### config.mk
export PLATFORM = sky130hd
export DESIGN_NAME = mftfc_ctrl
export DESIGN_NICKNAME = d
export VERILOG_FILES = /design/src/mftfc_pkg.sv /design/src/mftfc_ctrl.sv
export SDC_FILE = /design/constraint.sdc
export NUM_CORES = 1
export LEC_CHECK = 0
export ABC_AREA = 1
export BUFFER_PORTS_ARGS = -buffer_cell sky130_fd_sc_hd__buf_4
export CELL_PAD_IN_SITES_DETAIL_PLACEMENT = 0
export CELL_PAD_IN_SITES_GLOBAL_PLACEMENT = 1
export CORE_MARGIN = 5
export CORE_UTILIZATION = 27
export CTS_BUF_LIST = sky130_fd_sc_hd__clkbuf_8
export DETAILED_ROUTE_END_ITERATION = 10
export PLACE_DENSITY = 0.82
export SYNTH_ARGS = -nofsm -noshare
export SYNTH_HDL_FRONTEND = slang
export SYNTH_SLANG_ARGS = --single-unit
### constraint.sdc
create_clock -name clk -period 1.6 [get_ports clk]
set_clock_uncertainty 0.15 [all_clocks]
set_input_delay 0.32 -clock clk [delete_from_list [all_inputs] [get_ports clk]]
set_output_delay 0.32 -clock clk [all_outputs]
set_load 0.01 [all_outputs]
### src/mftfc_pkg.sv
// Shared types and constants of the masked five-tuple flow classifier.
package mftfc_pkg;

    localparam int NUM_ENTRIES = 7;
    localparam int PROF_W      = 6;

    typedef enum logic [1:0] {
        ACT_LOOKUP = 2'd0,
        ACT_STAGE  = 2'd1,
        ACT_INSERT = 2'd2,
        ACT_REMOVE = 2'd3
    } action_t;

    typedef enum logic [1:0] {
        STS_OK        = 2'd0,
        STS_FULL      = 2'd1,
        STS_NOT_FOUND = 2'd2
    } status_t;

    typedef enum logic [2:0] {
        RES_OK,
        RES_FULL,
        RES_NOT_FOUND,
        RES_ALLOC,
        RES_HIT
    } res_sel_t;

    typedef enum logic [2:0] {
        ST_IDLE,
        ST_DECODE,
        ST_READ,
        ST_CMP,
        ST_SH_RD,
        ST_SH_WR,
        ST_FINISH
    } state_t;

    typedef struct packed {
        logic [63:0]       src_key_hi;
        logic [63:0]       src_key_lo;
        logic [63:0]       src_mask_hi;
        logic [63:0]       src_mask_lo;
        logic [63:0]       dst_key_hi;
        logic [63:0]       dst_key_lo;
        logic [63:0]       dst_mask_hi;
        logic [63:0]       dst_mask_lo;
        logic [15:0]       sport;
        logic [15:0]       sp_mask;
        logic [15:0]       dport;
        logic [15:0]       dp_mask;
        logic [3:0]        port;
        logic              fam;
        logic [7:0]        proto;
        logic              proto_en;
        logic [PROF_W-1:0] profile;
        logic [63:0]       cookie;
    } entry_t;

    typedef struct packed {
        logic     capture;
        logic     stage;
        logic     insert;
        logic     idx_clr;
        logic     idx_inc;
        logic     rd_en;
        logic     rd_next;
        logic     shift_wr;
        logic     free_prof;
        logic     count_dec;
        logic     res_load;
        res_sel_t res_sel;
        logic     out_load;
    } cmd_t;

    typedef struct packed {
        action_t action;
        logic    full;
        logic    cnt_zero;
        logic    hit;
        logic    more;
        logic    shift_more;
        logic    out_free;
    } sts_t;

endpackage

### src/mftfc_ctrl.sv
// Controller state machine of the flow classifier.
module mftfc_ctrl
    import mftfc_pkg::*;
(
    input  logic clk,
    input  logic rst_n,
    input  logic in_valid,
    output logic in_stall,
    input  sts_t sts,
    output cmd_t cmd
);

    state_t state_reg, state_next;

    always_ff @(posedge clk or negedge rst_n)
    begin
        if (!rst_n)
        begin
            state_reg <= ST_IDLE;
        end
        else
        begin
            state_reg <= state_next;
        end
    end

    always_comb
    begin
        state_next = state_reg;
        case (state_reg)
            ST_IDLE:
            begin
                if (in_valid)
                begin
                    state_next = ST_DECODE;
                end
            end
            ST_DECODE:
            begin
                if ((sts.action inside {ACT_LOOKUP, ACT_REMOVE}) && !sts.cnt_zero)
                begin
                    state_next = ST_READ;
                end
                else
                begin
                    state_next = ST_FINISH;
                end
            end
            ST_READ:
            begin
                state_next = ST_CMP;
            end
            ST_CMP:
            begin
                if (sts.hit)
                begin
                    if (sts.action == ACT_REMOVE && sts.more)
                    begin
                        state_next = ST_SH_RD;
                    end
                    else
                    begin
                        state_next = ST_FINISH;
                    end
                end
                else if (sts.more)
                begin
                    state_next = ST_READ;
                end
                else
                begin
                    state_next = ST_FINISH;
                end
            end
            ST_SH_RD:
            begin
                state_next = ST_SH_WR;
            end
            ST_SH_WR:
            begin
                state_next = sts.shift_more ? ST_SH_RD : ST_FINISH;
            end
            ST_FINISH:
            begin
                if (sts.out_free)
                begin
                    state_next = ST_IDLE;
                end
            end
            default:
            begin
                state_next = ST_IDLE;
            end
        endcase
    end

    always_comb
    begin
        cmd = '0;
        cmd.res_sel = RES_OK;
        in_stall = (state_reg != ST_IDLE);
        case (state_reg)
            ST_IDLE:
            begin
                cmd.capture = in_valid;
            end
            ST_DECODE:
            begin
                cmd.idx_clr = 1'b1;
                case (sts.action)
                    ACT_STAGE:
                    begin
                        cmd.stage    = 1'b1;
                        cmd.res_load = 1'b1;
                        cmd.res_sel  = RES_OK;
                    end
                    ACT_INSERT:
                    begin
                        cmd.res_load = 1'b1;
                        if (sts.full)
                        begin
                            cmd.res_sel = RES_FULL;
                        end
                        else
                        begin
                            cmd.insert  = 1'b1;
                            cmd.res_sel = RES_ALLOC;
                        end
                    end
                    default:
                    begin
                        if (sts.cnt_zero)
                        begin
                            cmd.res_load = 1'b1;
                            cmd.res_sel  = (sts.action == ACT_LOOKUP) ? RES_OK : RES_NOT_FOUND;
                        end
                    end
                endcase
            end
            ST_READ:
            begin
                cmd.rd_en = 1'b1;
            end
            ST_CMP:
            begin
                if (sts.hit)
                begin
                    cmd.res_load = 1'b1;
                    cmd.res_sel  = RES_HIT;
                    if (sts.action == ACT_REMOVE)
                    begin
                        cmd.free_prof = 1'b1;
                        cmd.count_dec = !sts.more;
                    end
                end
                else if (sts.more)
                begin
                    cmd.idx_inc = 1'b1;
                end
                else
                begin
                    cmd.res_load = 1'b1;
                    cmd.res_sel  = (sts.action == ACT_LOOKUP) ? RES_OK : RES_NOT_FOUND;
                end
            end
            ST_SH_RD:
            begin
                cmd.rd_en   = 1'b1;
                cmd.rd_next = 1'b1;
            end
            ST_SH_WR:
            begin
                cmd.shift_wr  = 1'b1;
                cmd.idx_inc   = 1'b1;
                cmd.count_dec = !sts.shift_more;
            end
            ST_FINISH:
            begin
                cmd.out_load = sts.out_free;
            end
            default:
            begin
                cmd = '0;
            end
        endcase
    end

endmodule

# After elaboration in Yosys (flattened, before gate mapping)

Index checks and enable logic that the tools add are counted.

Word-level logic and storage cells: 54
Register bits: 3

Reduce and logical (&&, ||, !) cells: 11
Mux-type cells: 31
Equal/unequal tests: 11

Operators by type and width:

| kind                                                                  | count |
|---|---|
| 3-bit case mux with 7 select lines                                    | 1 |
| 3-bit two-way mux                                                     | 6 |
| 4-bit case mux with 2 select lines                                    | 2 |
| 2-bit two-way mux                                                     | 6 |
| 4-bit two-way mux                                                     | 3 |
| 1-bit two-way mux                                                     | 11 |
| 3-bit equality test, second input constant                            | 3 |
| 3-bit by 2-bit equality test with 1-bit output, second input constant | 2 |
| 2-bit equality test, second input constant                            | 2 |
| 2-bit != test, second input constant                                  | 2 |
| 1-bit case mux with 2 select lines                                    | 2 |
| 3-bit by 1-bit equality test with 1-bit output, second input constant | 1 |
| 1-bit zero test                                                       | 3 |
| 3-bit zero test                                                       | 1 |
| 3-bit nonzero test                                                    | 1 |
| 2-bit by 1-bit equality test with 1-bit output, second input constant | 1 |
| 1-bit logical AND                                                     | 2 |
| 2-bit zero test                                                       | 1 |
| 2-bit AND reduction                                                   | 1 |
| 2-bit nonzero test                                                    | 1 |
| 2-bit OR reduction                                                    | 1 |

# Longest topological paths before layout

Gate-level depths: netlist of the first run.

Depth in word-level cells: 5
Mapped depth: 6

# Least setup slack after synthesis of the first run

OpenSTA, ideal clock, no wires.

Path kind: reg-to-output
Start point: register state_reg[2]
End point: output cmd[2] (netlist bit)
Setup slack: 0.077 ns
Arrival: 1.053 ns
Stages on the path, launching flop included: 5
Cell sequence: dfrtp_1 buf_6 nor3_4 nand2_2 o21ai_1

RTL lines:

| element                | line             | text |
|---|---|---|
| start, declared        | mftfc_ctrl.sv:13 | `state_t state_reg, state_next;` |
| start signal, assigned | mftfc_ctrl.sv:23 | `state_reg <= state_next;` |
| end, declared          | mftfc_ctrl.sv:10 | `output cmd_t cmd` |

==> results of run 1 <==
==> final timing paths <==
kind,from,endpoint,slack [ns],cells after the start
min reg2reg,state_reg[1],state_reg[0],0.51,3
max in group asynchronous,rst_n,state_reg[2],0.91,2
max,state_reg[1],cmd[2],-0.13,4
max reg2reg,state_reg[1],state_reg[2],0.16,6
min in group clk,in_valid,state_reg[0],0.28,5
min,rst_n,state_reg[0],0.28,2
==> power by group <==
part	total (mW)	leakage [nW]	switching, mW	internal, mW
combinational	1.01	0.441	0.455	0.557
sequential	0.205	0.0329	0.0800	0.125
clock	0.211	0.0269	0.0480	0.163
total	1.43	0.501	0.583	0.845
==> cells by family after synthesis <==
kind of cell             after synthesis  share of synthesized area [%]
AND/OR/NAND/NOR                       36                          43.58
adder cells (fa/ha/maj)                4                          11.94
AO/OA/AOI/OAI                          5                          6.866
flip-flops                             3                          17.91
buffers and inverters                 20                          19.70
==> critical path: stages, from the launching register on <==
cell and delay, ns:
dfrtp_2 0.45, nor3_4 0.24, nand2_2 0.11, o21ai_2 0.12, buf_4 0.13
==> layout make-up <==
class / count / area, um^2
clock buffer: 3 / 41.29
clock inverter: 1 / 3.754
fill: 153 / 600.6
inverter: 19 / 76.32
multi-input combinational: 45 / 297.8
sequential: 3 / 78.83
tap: 16 / 20.02
timing repair buffer: 47 / 370.4
==> placed cells by master (no fill, tap or decap), types with 4 or more instances in the layout <==
master,count
nor2_1,5
ha_1,4
buf_4,42
nand2_2,4
nand4_1,4
nand2_1,12
inv_1,16
buf_6,4
==> through the flow <==
step | hold WS, ns | instances | worst slack (ns) | instance area [um^2] | utilization (%)
6_report | 0.2784 | 134 | -0.1301 | 888.4 | 59.66
5_1_grt | 0.2891 | 134 | -0.2043 | 888.4 | 59.66
4_1_cts | 0.2772 | 130 | -0.1369 | 833.3 | 55.97
3_5_place_dp | -0.03834 | 118 | -0.06802 | 690.7 | 46.39
3_3_place_gp | -0.04107 | 118 | -0.06416 | 690.7 | 46.39
2_1_floorplan | -0.1256 | 68 | 0.07724 | 419.2 | -
==> routing by layer <==
metal / share of wire, % / vias to the layer above / global-route usage [%]
met4: 0.37 / 0 / 1.310
met3: 10 / 2 / 6.728
li1: - / 306 / -
met1: 36 / 258 / 10.05
met2: 53 / 21 / 19.96
met5: 0 / - / 0
==> timing repair <==
| item | in CTS | in global routing |
|---|---|---|
| endpoints found under the hold margin | 3 | 0 |
| hold buffers | 1 | 0 |
| endpoints found under the setup margin | 16 | 16 |
| gates cloned | 0 | 0 |
| resized for setup | 14 | 7 |
| pin swaps | 2 | 2 |
| setup buffers | 7 | 4 |
==> cells in the mapped netlist <==
master    instances
nand2_2           1
o21bai_1          1
o22ai_1           1
dfrtp_1           3
nor3_4            1
inv_2             3
nor2_4            1
nand4_1           4
ha_1              4
nor2_2            1
nand2_1          15
inv_1            16
nand3_1           4
nor3_2            1
nor2_1            7
o21ai_0           2
nor3_1            1
o21ai_1           1
buf_6             1
==> summary.md, run 1 <==
| Metric | Value |
|---|---|
| HPWL Detailed | `984.6 um` |
| Pleak | `0.5009 nW` |
| Final Total Pwr | `between 1 and 1.5 mW` |
| Vias in the first global route | `566` |
| Setup ws final | `-0.1301 ns` |
| CP Data Arrival Time | `1.26 ns` |
| Clk_lat worst skew | `0.21 ns` |
| Htree depth | `1` |
| Cts bufs inserted | `3` |
| Share of the clock period used by the worst path | `108.1%` |
| RSZ-0062 raised after global routing | `true` |
| Hold Path Class | `input port to asynchronous set/reset pin` |
| Failing checks | `setup timing` |
| IO Pins | `27` |
| Core Region | `between 1000 and 1500 um^2` |
| Clock slew at reported path FFs | `approximately 0.030 ns` |
| Seq cells post-synth | `3` |
| TritonCTS clock tree | `done` |
| Syn Std Cell Area | `roughly 420 um^2` |
| Global route overflow | `0` |
| Achievable frequency | `a little under 600 MHz` |
| Max-slew headroom | `a little under nine tenths` |
| Row count | `14` |
| 1st-iter DRT viols | `4` |
| Antenna violations before repair | `0` |
| Endpoints failing setup | `15` |
| Share of post-route cells with drive strength above 1 | `about three fifths` |
| # diodes | `0` |
| Total power density per cell area | `1607 nW/um^2` |
| Avg Vias per Cell | `roughly 4.4` |
| Clock root buffer | `clkbuf_8` |
| Status | `complete, but fails checks` |
| Area growth syn-to-layout | `111.9%` |
| Slew @ Worst Pin | `just over 0.2 ns` |
| Die area | `roughly 2400 um^2` |
| Maximum vdd drop | `about 0.75 mV` |
| Syn_nets | `83` |
| Mean Syn Cell Area | `~6 um^2` |
| Crit Path Max Fanout | `6` |
| Clock Sinks | `3` |
| Crit end category | `primary output` |
| Width of the die | `roughly 50 um` |
| Via count | `roughly 590` |
| Max-cap violation count | `0` |
| Remaining DRCs | `0` |
| First-pass GRT wire length | `roughly 2.1 mm` |
| Input/output buffers | `26` |
| Max-slew violations | `0` |
| Post-Route WL | `1.334 mm` |
| Post-synthesis sequential area ratio | `between 10% and 20%` |
| Biggest area consumer among synthesized cells | `dfrtp_1` |
| Worst Path Class, Setup | `register to primary output` |
| Worst EP required | `1.13 ns` |
| Final #Nets | `between 100 and 150` |
| Clock buffer depth | `2` |
| Largest cells by area after synthesis | `dfrtp_1 18%, inv_1 14%, nand2_1 13%` |
| Drt first pass iters | `2` |
| Synth unique cells | `19` |
| Synth top area share | `17.91%` |
| YS warnings | `0` |
| Die span in y | `49.40 um` |
| Sum Neg Setup Slack | `-0.9265 ns` |
| Max reg flops | `3` |
| Antenna-violating nets left | `0` |
| Starting Density | `about 28%` |
| Final Wtd Congestion | `0.7823` |
| Cells after Synth | `~70` |
| Largest net degree at the start of global routing | `8` |
| Tot GR Track Use | `between 10 and 15%` |
| Final hold violations | `0` |
| CP Launch Type | `register` |
| Wire per inst | `about 10 um` |
| Post-route minimum period | `between 1.5 and 2 ns` |
Power figures use the tool's default switching activity.
==> run 2, diff against run 1 <==
==> constraint.sdc (replaced) <==
create_clock -name clk -period 1.6 [get_ports clk]
set_clock_uncertainty 0.15 [all_clocks]
set_input_delay 0.32 -clock clk [delete_from_list [all_inputs] [get_ports clk]]
set_output_delay 0.32 -clock clk [all_outputs]
set_load 0.005 [all_outputs]
==> run 2 against run 1 <==
The run still ends with setup timing left. Die area is the same. Power shrank 7.5%. Worst setup slack gained 0.030 ns. Non-clock buffer count decreased by 3. Core utilization fell by 2.1 points. Routed wire length shrank 5.3%. Combinational power shrank 10%. Sequential power about the same. First-iteration DRC count rose by 100%. Count of clock-buffer cells in the layout is the same.
==> summary.md, run 2 (same netlist as run 1, synthesis figures left out) <==
| Metric | Value |
|---|---|
| Share of the clock period used by the worst path | `106.3% (-1.9 points)` |
| Switch share | `39.51% (-1.3 points)` |
| Pint | `0.7986 mW (-5.5%)` |
| Total power density per cell area | `1540 nW/um^2 (-4.2%)` |
| First-pass GRT wire length | `2.111 mm (+0.33%)` |
| Slew @ Worst Pin | `0.2105 ns (+0.002556 ns)` |
| Area growth syn-to-layout | `104.5%` |
| HPWL Detailed | `968.5 um (-1.6%)` |
| Max-slew headroom | `85.92% (-0.17 points)` |
| GR met3 Demand/Resource | `7.339% (+0.61 points)` |
| Input/output buffers | `26 (unchanged)` |
| Clock power frac | `16.0% (+1.2 points)` |
| Die span in y | `49.40 um (unchanged)` |
| Share of post-route cells with drive strength above 1 | `56.52% (-3.6 points)` |
| Sequential Power Share | `15.4% (+1.0 points)` |
| Htree depth | `1 (unchanged)` |
| Most frequent cells in the layout | `40 x buf_4, 16 x inv_1, 14 x nand2_1` |
| Starting Density | `28.15% (unchanged)` |
| Crit end category | `primary output` |
| IO Pins | `27 (unchanged)` |
| 1st-iter DRT viols | `8 (+4)` |
| Max-slew violations | `0 (unchanged)` |
| Clock root buffer | `clkbuf_8` |
| Cts bufs inserted | `3 (unchanged)` |
| Hold Path Class | `input port to asynchronous set/reset pin` |
| Combinational Power Share | `68.7% (-2.2 points)` |
| Antenna-violating nets left | `0 (unchanged)` |
| Clock Sinks | `3 (unchanged)` |
| CP Launch Type | `register` |
| RSZ-0062 raised after global routing | `true` |
| # diodes | `0 (unchanged)` |
| Most common cell after layout, fill and taps aside | `buf_4` |
| TritonCTS clock tree | `done` |
| Clk_lat worst skew | `0.21 ns (about the same)` |
| Hold slack | `0.2779 ns (-0.0004520 ns)` |
| Wire per inst | `9.641 um (-3.2%)` |
| Layout fillers | `167 (+9.2%)` |
| Tot GR Track Use | `10.86% (+0.12 points)` |
| Worst Path Class, Setup | `register to primary output` |
| Achievable frequency | `588.1 MHz (+1.8%)` |
| Global route overflow | `0 (unchanged)` |
| Post-route minimum period | `1.700 ns (-0.02984 ns)` |
| Antenna violations before repair | `0 (unchanged)` |
| Clock slew at reported path FFs | `0.03 ns (about the same)` |
| Final hold violations | `0 (unchanged)` |
| Setup ws final | `-0.1003 ns (+0.02984 ns)` |
| Clock buffer depth | `2 (unchanged)` |
| Row count | `14 (unchanged)` |
| Failing checks | `setup timing` |
| Final Wtd Congestion | `0.7852 (+0.37%)` |
| Max reg flops | `3 (unchanged)` |
| Remaining DRCs | `0 (unchanged)` |
| Pleak | `0.4841 nW (-3.4%)` |
| Crit Path Max Fanout | `3 (-3)` |
| Via count | `568 (-3.2%)` |
| Maximum vdd drop | `0.6393 mV (-15%)` |
| Status | `complete, but fails checks` |
| Final #Nets | `131 (-2.2%)` |
| Max-cap violation count | `0 (unchanged)` |
| Design area | `857.1 um^2 (-3.5%)` |
| Placed cells | `117 (-0.85%)` |
| Worst EP required | `1.13 ns (about the same)` |
| Seq. cell area | `78.83 um^2 (unchanged)` |
| Die area | `2440 um^2 (unchanged)` |
| Vias in the first global route | `547 (-3.4%)` |
| Avg Vias per Cell | `4.336 (-1.0%)` |
| Post-Route WL | `1.263 mm (-5.3%)` |
| Multi-input gate area | `292.8 um^2 (-1.7%)` |
| GRT busiest layer | `met2` |
| Drt first pass iters | `4 (+2)` |
| Endpoints failing setup | `12 (-3)` |
| Fin cells | `131 (-2.2%)` |
| Met2 Resource Use GR | `19.74% (-0.21 points)` |
| GR Util met1 | `10.24% (+0.18 points)` |
| Placed Area | `683.2 um^2 (-1.1%)` |
| Width of the die | `49.40 um (unchanged)` |
| Largest net degree at the start of global routing | `7 (-1)` |
| CP Data Arrival Time | `1.23 ns (-0.03 ns)` |
| Core Region | `1489 um^2 (unchanged)` |
| Net Sw Power | `0.5217 mW (-11%)` |
## run 2: cell types whose count changed in the layout (fill, tap and decap cells not counted), sizes merged
cell and change:
buf -3
## run 2: stage by stage
| step | power, mW | utilization [%] | setup WS [ns] | TNS (ns) |
|---|---|---|---|---|
| floorplan | 0.5171 | - | 0.1861 | 0 |
| global placement | 0.8255 | 45.88 | -0.05320 | -0.06035 |
| detailed placement | 0.8244 | 45.88 | -0.03868 | -0.04947 |
| CTS | 1.276 | 55.97 | -0.1238 | -0.9209 |
| global route | 1.438 | 57.56 | -0.1943 | -1.862 |
| finish | 1.320 | 57.56 | -0.1003 | -0.6630 |
## run 2: final timing paths
path | from | endpoint | slack [ns] | cells past startpoint
worst max-delay path | state_reg[0] | cmd[2] | -0.10 | 5
worst min-delay path | rst_n | state_reg[0] | 0.28 | 2
worst max register to register | state_reg[2] | state_reg[1] | 0.33 | 6
worst min register to register | state_reg[1] | state_reg[0] | 0.52 | 3
max in group asynchronous | rst_n | state_reg[2] | 0.91 | 2
min in group clk | in_valid | state_reg[0] | 0.28 | 5
## run 2: final cells by class
class / instances / area share, %
timing repair buffer: 44 / 40.15
sequential: 3 / 9.197
multi-input combinational: 45 / 34.16
clock inverter: 1 / 0.4380
clock buffer: 3 / 4.818
inverter: 19 / 8.905
tap: 16 / 2.336
## run 2: power by group through the flow
stage          clock, mW  combinational [mW]  sequential [mW]
3_5_place_dp           0               0.625            0.199
2_1_floorplan          0               0.356            0.161
4_1_cts            0.217               0.858            0.202
3_3_place_gp           0               0.625            0.201
6_report           0.211               0.907            0.203
5_1_grt            0.224                1.00            0.210
## run 2: what timing repair did
item	4_1_cts	5_1_grt
pin swaps	4	4
setup buffers	8	1
hold buffers	1	0
setup endpoints to repair	15	16
endpoints found under the hold margin	3	0
gates resized for setup	13	5
## run 2: critical path, stage by stage (launching register included)
cell and delay [ns]:
dfrtp_2 0.39, inv_4 0.05, nor3_4 0.24, nand2_2 0.09
o21ai_1 0.13, buf_4 0.12
## run 2: metal layers
metal	vias to the layer above	part of all wire, %
met4	0	0
li1	301	-
met1	249	36
met2	18	54
met5	-	0
met3	0	9.8
